`src/sv/nrmc_pkg.sv`:
```
package nrmc_pkg;

    // character codes
    localparam logic [7:0] CHR_COMMA = 8'h2C;
    localparam logic [7:0] CHR_POINT = 8'h2E;
    localparam logic [7:0] CHR_ZERO  = 8'h30;
    localparam logic [7:0] CHR_NINE  = 8'h39;

    // character classes passed from front to back
    localparam logic [1:0] KIND_OTHER = 2'd0;
    localparam logic [1:0] KIND_DIGIT = 2'd1;
    localparam logic [1:0] KIND_POINT = 2'd2;
    localparam logic [1:0] KIND_COMMA = 2'd3;

    // fields of interest
    localparam logic [3:0] FIELD_TAG   = 4'd0;
    localparam logic [3:0] FIELD_LAT   = 4'd3;
    localparam logic [3:0] FIELD_LON   = 4'd5;
    localparam logic [3:0] FIELD_SPEED = 4'd7;

    localparam logic [2:0]  TAG_CHARS   = 3'd5;
    localparam logic [2:0]  TAG_LEN_MAX = 3'd7;
    localparam logic [39:0] TAG_RESET   = 40'h4750524D43;   // "GPRMC"
    localparam logic [29:0] VALUE_MAX   = 30'd999999999;

    // decoupling queue depth
    localparam int QDEPTH = 2;

    typedef struct packed {
        logic       start;
        logic [1:0] kind;
        logic [7:0] chr;
    } t_tok;

    function automatic logic [9:0] pow10(input logic [1:0] e);
        logic [9:0] p;
        case (e)
            2'd0:    p = 10'd1;
            2'd1:    p = 10'd10;
            2'd2:    p = 10'd100;
            default: p = 10'd1000;
        endcase
        return p;
    endfunction

endpackage

```
`src/sv/nrmc_char_if.sv`:
```
interface nrmc_char_if;
    logic       valid;
    logic       ready;
    logic [7:0] char_in;
    logic       sentence_start;

    modport source (output valid, output char_in, output sentence_start, input ready);
    modport sink   (input valid, input char_in, input sentence_start, output ready);
endinterface

```
`src/sv/nrmc_res_if.sv`:
```
interface nrmc_res_if;
    logic        valid;
    logic        ready;
    logic        matched;
    logic [29:0] latitude_milli;
    logic [29:0] longitude_milli;
    logic [29:0] speed_milli;

    modport source (output valid, output matched, output latitude_milli,
                    output longitude_milli, output speed_milli, input ready);
    modport sink   (input valid, input matched, input latitude_milli,
                    input longitude_milli, input speed_milli, output ready);
endinterface

```
`src/sv/nrmc_front.sv`:
```
module nrmc_front import nrmc_pkg::*; (
    input  logic        i_clk,
    input  logic        i_rst_n,
    nrmc_char_if.sink   i_chr,
    output logic        o_tok_valid,
    input  logic        i_tok_ready,
    output t_tok        o_tok
);

    t_tok       r_q [QDEPTH];
    logic       r_wptr, r_rptr;
    logic [1:0] r_cnt;
    logic       w_push, w_pop;
    t_tok       w_tok;

    always_comb begin
        w_tok.start = i_chr.sentence_start;
        w_tok.chr   = i_chr.char_in;
        if (i_chr.char_in == CHR_COMMA) begin
            w_tok.kind = KIND_COMMA;
        end else if (i_chr.char_in == CHR_POINT) begin
            w_tok.kind = KIND_POINT;
        end else if (i_chr.char_in >= CHR_ZERO && i_chr.char_in <= CHR_NINE) begin
            w_tok.kind = KIND_DIGIT;
        end else begin
            w_tok.kind = KIND_OTHER;
        end
    end

    assign i_chr.ready = (r_cnt != 2'(QDEPTH));
    assign w_push      = i_chr.valid && i_chr.ready;
    assign o_tok_valid = (r_cnt != 2'd0);
    assign w_pop       = o_tok_valid && i_tok_ready;
    assign o_tok       = r_q[r_rptr];

    always_ff @(posedge i_clk) begin
        if (w_push) begin
            r_q[r_wptr] <= w_tok;
        end
    end

    always_ff @(posedge i_clk) begin
        if (!i_rst_n) begin
            r_wptr <= 1'b0;
            r_rptr <= 1'b0;
            r_cnt  <= 2'd0;
        end else begin
            if (w_push) r_wptr <= ~r_wptr;
            if (w_pop)  r_rptr <= ~r_rptr;
            case ({w_push, w_pop})
                2'b10:   r_cnt <= r_cnt + 2'd1;
                2'b01:   r_cnt <= r_cnt - 2'd1;
                default: r_cnt <= r_cnt;
            endcase
        end
    end

    a_cnt_bound: assert property (@(posedge i_clk) disable iff (!i_rst_n)
        r_cnt <= 2'(QDEPTH))
        else $error("queue count above depth");

endmodule

```
`src/sv/nrmc_back.sv`:
```
module nrmc_back import nrmc_pkg::*; #(
    parameter int FRACTION_DIGITS = 3
) (
    input  logic        i_clk,
    input  logic        i_rst_n,
    input  logic        i_cfg_we,
    input  logic [39:0] i_cfg_wdata,
    input  logic        i_tok_valid,
    output logic        o_tok_ready,
    input  t_tok        i_tok,
    nrmc_res_if.source  o_res
);

    localparam logic [9:0] SCALE = pow10(2'(FRACTION_DIGITS));

    logic [39:0] r_tag;
    logic [3:0]  r_field,  n_field;
    logic [39:0] r_tsh,    n_tsh;
    logic [2:0]  r_tlen,   n_tlen;
    logic [29:0] r_acc,    n_acc;
    logic        r_pt,     n_pt;
    logic [1:0]  r_fc,     n_fc;
    logic        r_stop,   n_stop;
    logic [29:0] r_lat,    n_lat;
    logic [29:0] r_lon,    n_lon;
    logic        r_done,   n_done;

    logic        r_out_valid;
    logic        r_out_matched;
    logic [29:0] r_out_lat, r_out_lon, r_out_spd;

    logic        w_pop;
    logic        w_res, w_res_matched;
    logic [29:0] w_res_spd;

    assign o_tok_ready = !r_out_valid || o_res.ready;
    assign w_pop       = i_tok_valid && o_tok_ready;

    always_comb begin
        logic [34:0] v;
        logic [3:0]  d;
        logic [1:0]  fc_inc;
        n_field = r_field;  n_tsh  = r_tsh;  n_tlen = r_tlen;
        n_acc   = r_acc;    n_pt   = r_pt;   n_fc   = r_fc;
        n_stop  = r_stop;   n_lat  = r_lat;  n_lon  = r_lon;
        n_done  = r_done;
        w_res = 1'b0; w_res_matched = 1'b0; w_res_spd = '0;
        d      = i_tok.chr[3:0];
        fc_inc = r_fc + 2'd1;
        v      = '0;

        if (i_tok.start) begin
            n_field = '0; n_tsh = '0; n_tlen = '0; n_acc = '0; n_pt = 1'b0;
            n_fc = '0; n_stop = 1'b0; n_lat = '0; n_lon = '0; n_done = 1'b0;
            fc_inc = 2'd1;
        end

        if (!n_done) begin
            if (i_tok.kind != KIND_COMMA) begin
                if (n_field == FIELD_TAG) begin
                    n_tsh = {n_tsh[31:0], i_tok.chr};
                    if (n_tlen < TAG_LEN_MAX) n_tlen = n_tlen + 3'd1;
                end else if (n_field == FIELD_LAT || n_field == FIELD_LON ||
                             n_field == FIELD_SPEED) begin
                    if (!n_stop) begin
                        if (i_tok.kind == KIND_DIGIT) begin
                            if (!n_pt) begin
                                v = ({5'd0, n_acc} << 3) + ({5'd0, n_acc} << 1)
                                    + 35'(d) * 35'(SCALE);
                                n_acc = (v > 35'(VALUE_MAX)) ? VALUE_MAX : v[29:0];
                            end else if (32'(n_fc) < FRACTION_DIGITS) begin
                                n_fc = fc_inc;
                                v = {5'd0, n_acc}
                                    + 35'(d) * 35'(pow10(2'(FRACTION_DIGITS) - fc_inc));
                                n_acc = (v > 35'(VALUE_MAX)) ? VALUE_MAX : v[29:0];
                            end
                        end else if (i_tok.kind == KIND_POINT && !n_pt) begin
                            n_pt = 1'b1;
                        end else begin
                            n_stop = 1'b1;
                        end
                    end
                end
            end else begin
                // comma closes the field
                if (n_field == FIELD_TAG &&
                    (n_tlen != TAG_CHARS || n_tsh != r_tag)) begin
                    w_res  = 1'b1;
                    n_done = 1'b1;
                end else if (n_field == FIELD_SPEED) begin
                    w_res = 1'b1; w_res_matched = 1'b1; w_res_spd = n_acc;
                    n_done = 1'b1;
                end else begin
                    if (n_field == FIELD_LAT) n_lat = n_acc;
                    if (n_field == FIELD_LON) n_lon = n_acc;
                    n_field = n_field + 4'd1;
                end
                n_acc = '0; n_pt = 1'b0; n_fc = '0; n_stop = 1'b0;
                if (n_done) begin
                    n_field = '0; n_tsh = '0; n_tlen = '0; n_lat = '0; n_lon = '0;
                end
            end
        end
    end

    always_ff @(posedge i_clk) begin
        if (!i_rst_n) begin
            r_tag <= TAG_RESET;
        end else if (i_cfg_we) begin
            r_tag <= i_cfg_wdata;
        end
    end

    always_ff @(posedge i_clk) begin
        if (!i_rst_n) begin
            r_field <= '0; r_tsh <= '0; r_tlen <= '0; r_acc <= '0; r_pt <= 1'b0;
            r_fc <= '0; r_stop <= 1'b0; r_lat <= '0; r_lon <= '0; r_done <= 1'b1;
            r_out_valid <= 1'b0;
        end else begin
            if (w_pop) begin
                r_field <= n_field; r_tsh <= n_tsh; r_tlen <= n_tlen;
                r_acc <= n_acc; r_pt <= n_pt; r_fc <= n_fc; r_stop <= n_stop;
                r_lat <= n_lat; r_lon <= n_lon; r_done <= n_done;
            end
            if (w_pop && w_res) begin
                r_out_valid <= 1'b1;
            end else if (o_res.ready) begin
                r_out_valid <= 1'b0;
            end
        end
    end

    always_ff @(posedge i_clk) begin
        if (w_pop && w_res) begin
            r_out_matched <= w_res_matched;
            r_out_lat     <= w_res_matched ? r_lat : '0;
            r_out_lon     <= w_res_matched ? r_lon : '0;
            r_out_spd     <= w_res_spd;
        end
    end

    assign o_res.valid           = r_out_valid;
    assign o_res.matched         = r_out_matched;
    assign o_res.latitude_milli  = r_out_lat;
    assign o_res.longitude_milli = r_out_lon;
    assign o_res.speed_milli     = r_out_spd;

    a_nomatch_zero: assert property (@(posedge i_clk) disable iff (!i_rst_n)
        r_out_valid && !r_out_matched |->
            r_out_lat == '0 && r_out_lon == '0 && r_out_spd == '0)
        else $error("mismatch result carries values");

    a_field_range: assert property (@(posedge i_clk) disable iff (!i_rst_n)
        !r_done |-> r_field <= FIELD_SPEED)
        else $error("field index past speed field");

    a_acc_sat: assert property (@(posedge i_clk) disable iff (!i_rst_n)
        r_acc <= VALUE_MAX && r_lat <= VALUE_MAX && r_lon <= VALUE_MAX)
        else $error("value above saturation limit");

    a_idle_clear: assert property (@(posedge i_clk) disable iff (!i_rst_n)
        w_pop && w_res |=> r_done && r_field == '0 && r_tlen == '0)
        else $error("state not cleared after result");

endmodule

```
`src/sv/nmea_rmc_field_extractor.sv`:
```
// RMC sentence field extractor.
// i_chr (sink): one character per beat plus a start-of-sentence flag.
// o_res (source): one beat per sentence - matched, latitude, longitude and
//   speed, each scaled by 10^FRACTION_DIGITS and saturated at 999999999.
//   A tag mismatch gives matched=0 and zero values at the comma after
//   field 0; a match gives the values at the comma after field 7.
// i_cfg_we / i_cfg_wdata: the five-character tag, first char in [39:32].
//   Write only while the block is idle.
// Structure: the front classifies characters into a 2-entry queue; the back
//   runs the field parser and owns the result register.
// Throughput: one character per cycle, sustained, while o_res drains.
// Path: a closing comma is held in the front queue, then the back registers the result onto o_res.
// Reset (synchronous, active low): tag returns to GPRMC, queue empties and
//   the parser waits for a sentence start; characters before it are dropped.
// Stall: a held result stops the back; the queue fills and i_chr.ready falls
//   once it is full. Nothing is lost.
module nmea_rmc_field_extractor import nrmc_pkg::*; #(
    parameter int FRACTION_DIGITS = 3
) (
    input  logic        i_clk,
    input  logic        i_rst_n,
    input  logic        i_cfg_we,
    input  logic [39:0] i_cfg_wdata,
    nrmc_char_if.sink   i_chr,
    nrmc_res_if.source  o_res
);

    logic w_tok_valid;
    logic w_tok_ready;
    t_tok w_tok;

    nrmc_front u_front (
        .i_clk       (i_clk),
        .i_rst_n     (i_rst_n),
        .i_chr       (i_chr),
        .o_tok_valid (w_tok_valid),
        .i_tok_ready (w_tok_ready),
        .o_tok       (w_tok)
    );

    nrmc_back #(
        .FRACTION_DIGITS (FRACTION_DIGITS)
    ) u_back (
        .i_clk       (i_clk),
        .i_rst_n     (i_rst_n),
        .i_cfg_we    (i_cfg_we),
        .i_cfg_wdata (i_cfg_wdata),
        .i_tok_valid (w_tok_valid),
        .o_tok_ready (w_tok_ready),
        .i_tok       (w_tok),
        .o_res       (o_res)
    );

endmodule
```
`src/flat_wrapper.sv`:
```
// flat-port wrapper written by rule: the top's interface ports become plain ports
module nmea_rmc_field_extractor_flat import nrmc_pkg::*;
#(
    parameter int FRACTION_DIGITS = 3
)
  (i_clk, i_rst_n, i_cfg_we, i_cfg_wdata, i_chr_valid, i_chr_char_in, i_chr_sentence_start, i_chr_ready, o_res_valid, o_res_matched, o_res_latitude_milli, o_res_longitude_milli, o_res_speed_milli, o_res_ready);
  nrmc_char_if i_chr_i ();
  nrmc_res_if o_res_i ();
  input  logic i_clk;
  input  logic i_rst_n;
  input  logic i_cfg_we;
  input  logic [39:0] i_cfg_wdata;
  input wire logic [$bits(i_chr_i.valid)-1:0] i_chr_valid;
  input wire logic [$bits(i_chr_i.char_in)-1:0] i_chr_char_in;
  input wire logic [$bits(i_chr_i.sentence_start)-1:0] i_chr_sentence_start;
  output wire logic [$bits(i_chr_i.ready)-1:0] i_chr_ready;
  output wire logic [$bits(o_res_i.valid)-1:0] o_res_valid;
  output wire logic [$bits(o_res_i.matched)-1:0] o_res_matched;
  output wire logic [$bits(o_res_i.latitude_milli)-1:0] o_res_latitude_milli;
  output wire logic [$bits(o_res_i.longitude_milli)-1:0] o_res_longitude_milli;
  output wire logic [$bits(o_res_i.speed_milli)-1:0] o_res_speed_milli;
  input wire logic [$bits(o_res_i.ready)-1:0] o_res_ready;
  assign i_chr_i.valid = i_chr_valid;
  assign i_chr_i.char_in = i_chr_char_in;
  assign i_chr_i.sentence_start = i_chr_sentence_start;
  assign i_chr_ready = i_chr_i.ready;
  assign o_res_valid = o_res_i.valid;
  assign o_res_matched = o_res_i.matched;
  assign o_res_latitude_milli = o_res_i.latitude_milli;
  assign o_res_longitude_milli = o_res_i.longitude_milli;
  assign o_res_speed_milli = o_res_i.speed_milli;
  assign o_res_i.ready = o_res_ready;
  nmea_rmc_field_extractor #(.FRACTION_DIGITS(FRACTION_DIGITS)) u_core (.i_clk(i_clk), .i_rst_n(i_rst_n), .i_cfg_we(i_cfg_we), .i_cfg_wdata(i_cfg_wdata), .i_chr(i_chr_i), .o_res(o_res_i));
endmodule
```
`config.mk`:
```
export PLATFORM = sky130hd
export DESIGN_NAME = nmea_rmc_field_extractor_flat
export DESIGN_NICKNAME = d
export VERILOG_FILES = /design/src/sv/nrmc_pkg.sv /design/src/sv/nrmc_char_if.sv /design/src/sv/nrmc_res_if.sv /design/src/sv/nrmc_front.sv /design/src/sv/nrmc_back.sv /design/src/sv/nmea_rmc_field_extractor.sv /design/src/flat_wrapper.sv
export SDC_FILE = /design/constraint.sdc
export NUM_CORES = 1
export LEC_CHECK = 0
export ABC_AREA = 1
export BUFFER_PORTS_ARGS = -buffer_cell sky130_fd_sc_hd__clkbuf_2
export CAP_MARGIN = 40
export CORE_MARGIN = 2
export CORE_UTILIZATION = 35
export DETAILED_ROUTE_END_ITERATION = 8
export PLACE_DENSITY = 0.55
export SYNTH_ARGS = -nofsm -noshare
export SYNTH_HDL_FRONTEND = slang
export SYNTH_SLANG_ARGS = --single-unit
```
`constraint.sdc`:
```
create_clock -name i_clk -period 7.6 [get_ports i_clk]
set_input_delay 0.76 -clock i_clk [delete_from_list [all_inputs] [get_ports i_clk]]
set_output_delay 0.76 -clock i_clk [all_outputs]
set_load 0.01 [all_outputs]
```
# Word-level counts from Yosys, hierarchy flattened
# Memories as Yosys holds them, arrays and structs flattened. A register that Yosys moved wholly into a read port is not among the register bits.
# Index checks and enable logic that the tools add are counted.
[totals] inputBits=54 memories=1 ramBits=22 register_bits=278 wordCells=172
[mem_list] name="u_core.u_front.r_q" depth=2 word_bits=11 rd=1 rd_clocked_by_memory_dff=1 write_ports=1 line_no="nrmc_front.sv:10" rtl="t_tok r_q [QDEPTH];"
[op_classes] add_sub_neg=9 n_reduce_logical=18 n_lt_le_gt_ge=6 n_eq_ne=15 mul=2 muxes=99 n_bitwise=3
[ops] op="30-bit two-way mux" count=25
[ops] op="40-bit two-way mux" count=5
[ops] op="10-bit two-way mux" count=8
[ops] op="40-bit inequality test" count=1
[ops] op="34-bit by 14-bit adder with 35-bit output" count=1
[ops] op="35-bit by 30-bit greater-than comparator with 1-bit output, second input constant" count=1
[ops] op="1-bit two-way mux" count=35
[ops] op="33-bit by 31-bit adder with 34-bit output" count=1
[ops] op="30-bit by 14-bit adder with 31-bit output" count=1
[ops] op="31-bit by 30-bit greater-than comparator with 1-bit output, second input constant" count=1
[ops] op="10-bit one-hot mux with 3 select lines" count=1
[ops] op="2-bit two-way mux" count=12
[ops] op="4-bit two-way mux" count=6
[ops] op="3-bit two-way mux" count=6
[ops] op="8-bit by 6-bit == test with 1-bit output, second input constant" count=2
[ops] op="4-bit by 10-bit multiplier with 14-bit output" count=1
[ops] op="4-bit by 7-bit multiplier with 11-bit output, second input constant" count=1
[ops] op="4-bit by 3-bit == test with 1-bit output, second input constant" count=2
[ops] op="8-bit by 6-bit >= comparator with 1-bit output, second input constant" count=1
[ops] op="8-bit by 6-bit less-or-equal comparator with 1-bit output, second input constant" count=1
[ops] op="2-bit by 1-bit == test with 1-bit output, second input constant" count=3
[ops] op="2-bit == test, second input constant" count=3
[ops] op="1-bit logical AND" count=6
[ops] op="2-bit nonzero test" count=3
[ops] op="other kinds (17)" count=25

# Logic depth before layout (Yosys ltp)
[depth] ltp_word=25 ltp_mapped=52 ltp_nobuf=48

# Cells and area by module
# A second synthesis with hierarchy kept.
[unflattened] cells_unflattened=3102 area_unflattened_um2=21359.2
[by_module_without_submodules] module="nrmc_back" instances=1 cells_each=3017 area_each_um2=20235.7
[by_module_without_submodules] module="nrmc_front" instances=1 cells_each=85 area_each_um2=1123.6

# Worst setup path after synthesis
# OpenSTA, ideal clock, no wires.
[synth_path] path_type="reg-to-reg" start="register (tool-made name)" end="register u_core.u_back.r_acc[11]" stages_incl_launch_ff=39 arrival_ns=6.526 setup_slack_ns=0.955 required_ns=7.481 path_cell_list="dfxtp_1 inv_2 buf_6 or2_2 o21ai_1 inv_1 fa_1 inv_1 fa_1 inv_1 ha_1 a21oi_1 inv_1 a31oi_1 o21bai_1 a21oi_1 o21ai_0 a21oi_1 (+3 left out) nand2_1 o21ai_0 a21oi_1 nand2_1 nand2_1 nand2_1 a21oi_1 or2_2 nand3_1 nor2_1 nand2_1 or2_2 nand3_1 nand2_1 nand2_1 nand2_1 nand2_1 a21oi_1"
[synth_lines] element="to (signal assigned)" line_no="nrmc_back.sv:122" rtl="r_acc <= n_acc; r_pt <= n_pt; r_fc <= n_fc; r_stop <= n_stop;"
[synth_lines] element="to (decl)" line_no="nrmc_back.sv:20" rtl="logic [29:0] r_acc, n_acc;"

==> results.ini <==
[cts]
clkSlewWorstSetupHoldPaths_ns=0.06
root_buffer=clkbuf_16
cts_tree=built
cts.sinks=301
clock_latency_ns=0.55
max-clock-path-buffers=3
cts_made_buffers=36
ctsHoldBuffers=0
htreeDepth=2

[setup_path]
rrSetupSlack_ns=0.53
worstSetupStartpointType=register
arrival_ns=7.50
crit_fanout=12
worstReg2RegEnd=u_core.u_back.r_acc[7]
reg2reg_depth=37
max_stage_delay_ns=0.61
slowest_stage=fa_1
required_ns=8.02
critPathCaptureType=register
critPathKind=register to register
crit_path_frequent_cell=nand2_1

[power_and_ir_drop]
swShare_pct=49.5
clock_power_share_pct=17.9
seqPwrFrac_pct=22.2
power_switching_uw=4800
p_comb_share_pct=59.9
power_density_mw_per_mm2=404
power.leakage_uw=0.0104
max-vdd-ir-drop_uv=397
p_int_uw=4890

[synthesis]
synthesis.area_sq_mm=0.0212
synth_top_flop_cell=dfxtp_1
synth_edf_count=113
ys_seq_elements=301
synth_top_area_share_pct=17.8
ys_seq_area_share_pct=33.8
async_reset_ff_share_pct=0
syn_area_per_cell_sq_um=6.92
syn_inst=3061
yosys_warnings=0
synth_cell_types=53
synth_area_leaders=dfxtp_1 18%, edfxtp_1 16%, nand2_1 12%
yosys.area.top_type=dfxtp_1
synth_fp_nets=3251

[global_route]
grt_pass1_vias=19500
antenna_found_initial=1
grt_pass1_wl_mm=114
grt_max_degree=80
track_usage_pct=22.9
overflow=0

[floorplanning]
fp.dieH_um=250
ioPinCount=147
core_area_sq_mm=0.0601
die_w_um=250
start_util_pct=35.2
rows=90
die_area_sq_mm=0.0625

[min_path]
min_from=i_cfg_wdata[20]
holdPathStages=3
min_to=u_core.u_back.r_tag[20]
timing.hold.worst.class=primary input to register

[timing]
finalSetupTns_ns=0
finalHoldViolations=0
tightest_slew_ns=0.907
maxSlewViolCount=0
max_freq_mhz=141
skew_ns=0.0135
rsz0062_at_grt=false
finalWorstSetupSlack_ns=0.527
relSlewSlack_pct=39.3
setup_viol=0
finalCritPeriodShare_pct=93.1
fin_crit_ns=7.07

[placed_design]
gp_congestion=0.984
dp_hpwl_mm=52.4
dpl.cell_count=3887
post-place-ws_ns=0.220
portBuffers=146

[routing]
drtIter0Drc=1662
ant_nets=0
via_per_inst=5.29
num_vias=20900
routed_wl_mm=72.8
wire_per_inst_um=18.4
drc_errors=0
dr.pass1.iters=9

[cells_and_area]
nets=3335
drive_above_1_share_pct=10.1
layoutNonFillerInstCount=3952
final_cell_mix=659 x nand2_1, 390 x inv_1, 351 x nor2_1, 254 x a21oi_1, 244 x o21ai_0
syn_to_final_growth_pct=13.2
antenna_cells=0
final_common_cell=nand2_1
fin_util_pct=39.9

[status]
status=completed

[job]
drv_cap=0

## kinds of logic after synthesis
group | Yosys count | share of synthesized area [%]
and+or+nand+nor | 1306 | 25.7
adders and majority gates | 136 | 9.52
AOI/OAI and AO/OA | 709 | 18.7
xor gates and xnor gates | 44 | 1.82
muxes | 1 | 0.0472
buffers and inverters | 564 | 10.4
DFF | 301 | 33.8
## metal layers
metal  wire (um)  track usage [%]  up-vias  part of all wire [%]
met3        4110             3.13      151                   5.6
met1       32600             30.8     9786                    45
met5           0                0        -                     0
met4        3260             9.63        0                   4.5
li1            -                -    10300                     -
met2       32900             36.8      675                    45
## stage by stage
| stage | hold slack (ns) | total power [uW] | instance area, sq um |
|---|---|---|---|
| 6_report | 0.428 | 9690 | 24000 |
| 5_1_grt | 0.426 | 10500 | 24000 |
| 4_1_cts | 0.403 | 9620 | 23900 |
| 3_5_place_dp | 0.450 | 7840 | 22800 |
| 3_3_place_gp | 0.437 | 7840 | 22600 |
| 2_1_floorplan | 0.426 | 6210 | 21200 |
## power by group through the flow
stage | Clock [uW] | Sequential (uW) | Combinational [uW]
3_5_place_dp | 0 | 2180 | 5660
4_1_cts | 1770 | 2140 | 5700
5_1_grt | 1840 | 2180 | 6490
6_report | 1730 | 2150 | 5810
3_3_place_gp | 0 | 2170 | 5670
2_1_floorplan | 0 | 2160 | 4060
## worst max-delay path: cells and delay by family, from the launching register on
kind                     cells  cell delay [ns]
buffers and inverters        6             0.71
AND/OR/NAND/NOR             14             1.73
AO/OA/AOI/OAI               11             1.64
XOR/XNOR                     1             0.20
flip-flops                   1             0.34
adder cells (fa/ha/maj)      5             2.33
## final cells by class
cell class | count | area, sq um
clock inverters | 12 | 161
multi-input cells | 2196 | 11900
well taps | 782 | 978
inverters | 405 | 1520
flip-flops and latches | 301 | 7160
repair buffers | 205 | 1280
fillers | 6492 | 36100
clock buffers | 51 | 998
## state kept, by name, summed over array words and instances, names as in the netlist, named ones only
register and flops:
u_core.u_back.r_tag 40, u_core.u_back.r_tsh 40, u_core.u_back.o_res.latitude_milli 30, u_core.u_back.o_res.longitude_milli 30
u_core.u_back.o_res.speed_milli 30, u_core.u_back.r_acc 30, u_core.u_back.r_lat 30, u_core.u_back.r_lon 30
u_core.u_front.r_q 22, u_core.u_back.r_field 4, u_core.u_back.r_tlen 3, u_core.u_back.r_fc 2
u_core.u_front.r_cnt 2, u_core.u_back.o_res.matched 1, u_core.u_back.o_res.valid 1, u_core.u_back.r_done 1
u_core.u_back.r_pt 1, u_core.u_back.r_stop 1, u_core.u_front.r_rptr 1, u_core.u_front.r_wptr 1
## cells in the mapped netlist, types with 2 or more instances
cell type,instances
nor2_2,9
buf_6,6
nor2_1,356
edfxtp_1,113
a22oi_1,2
a21o_1,2
xnor2_1,15
o211ai_1,75
o21bai_1,2
o2111ai_1,6
inv_2,8
dfxtp_1,188
a21oi_1,255
buf_1,6
nor4_1,9
xor2_1,29
o21ai_1,33
nand2_2,9
o22ai_1,7
a32oi_1,6
nand4_1,24
nand3_1,190
nor3_1,14
inv_1,394
nand3_2,3
nand3b_1,11
clkinv_1,3
ha_1,94
nand2_1,662
clkbuf_1,127
or2_2,12
o21ai_0,247
fa_1,42
a31oi_1,47
buf_2,13
buf_4,7
a221oi_1,19
## worst max path at each step
stage,from,to,slack (ns),cells past startpoint
after floorplan,register,u_core.u_back.r_acc[11],0.95,38
after global placement,register,u_core.u_back.r_acc[11],0.35,40
after detailed placement,register,u_core.u_back.r_acc[11],0.22,40
after CTS,register,u_core.u_back.r_acc[11],0.21,40
after global routing,register,u_core.u_back.r_acc[16],0.01,42
final,register,u_core.u_back.r_acc[7],0.53,37
## timing repair
item | 4_1_cts | 5_1_grt
gates resized for setup | 0 | 12
setup endpoints to repair | 0 | 26
buffers inserted | 0 | 1
Note: power is estimated with default switching activity, not from simulation.
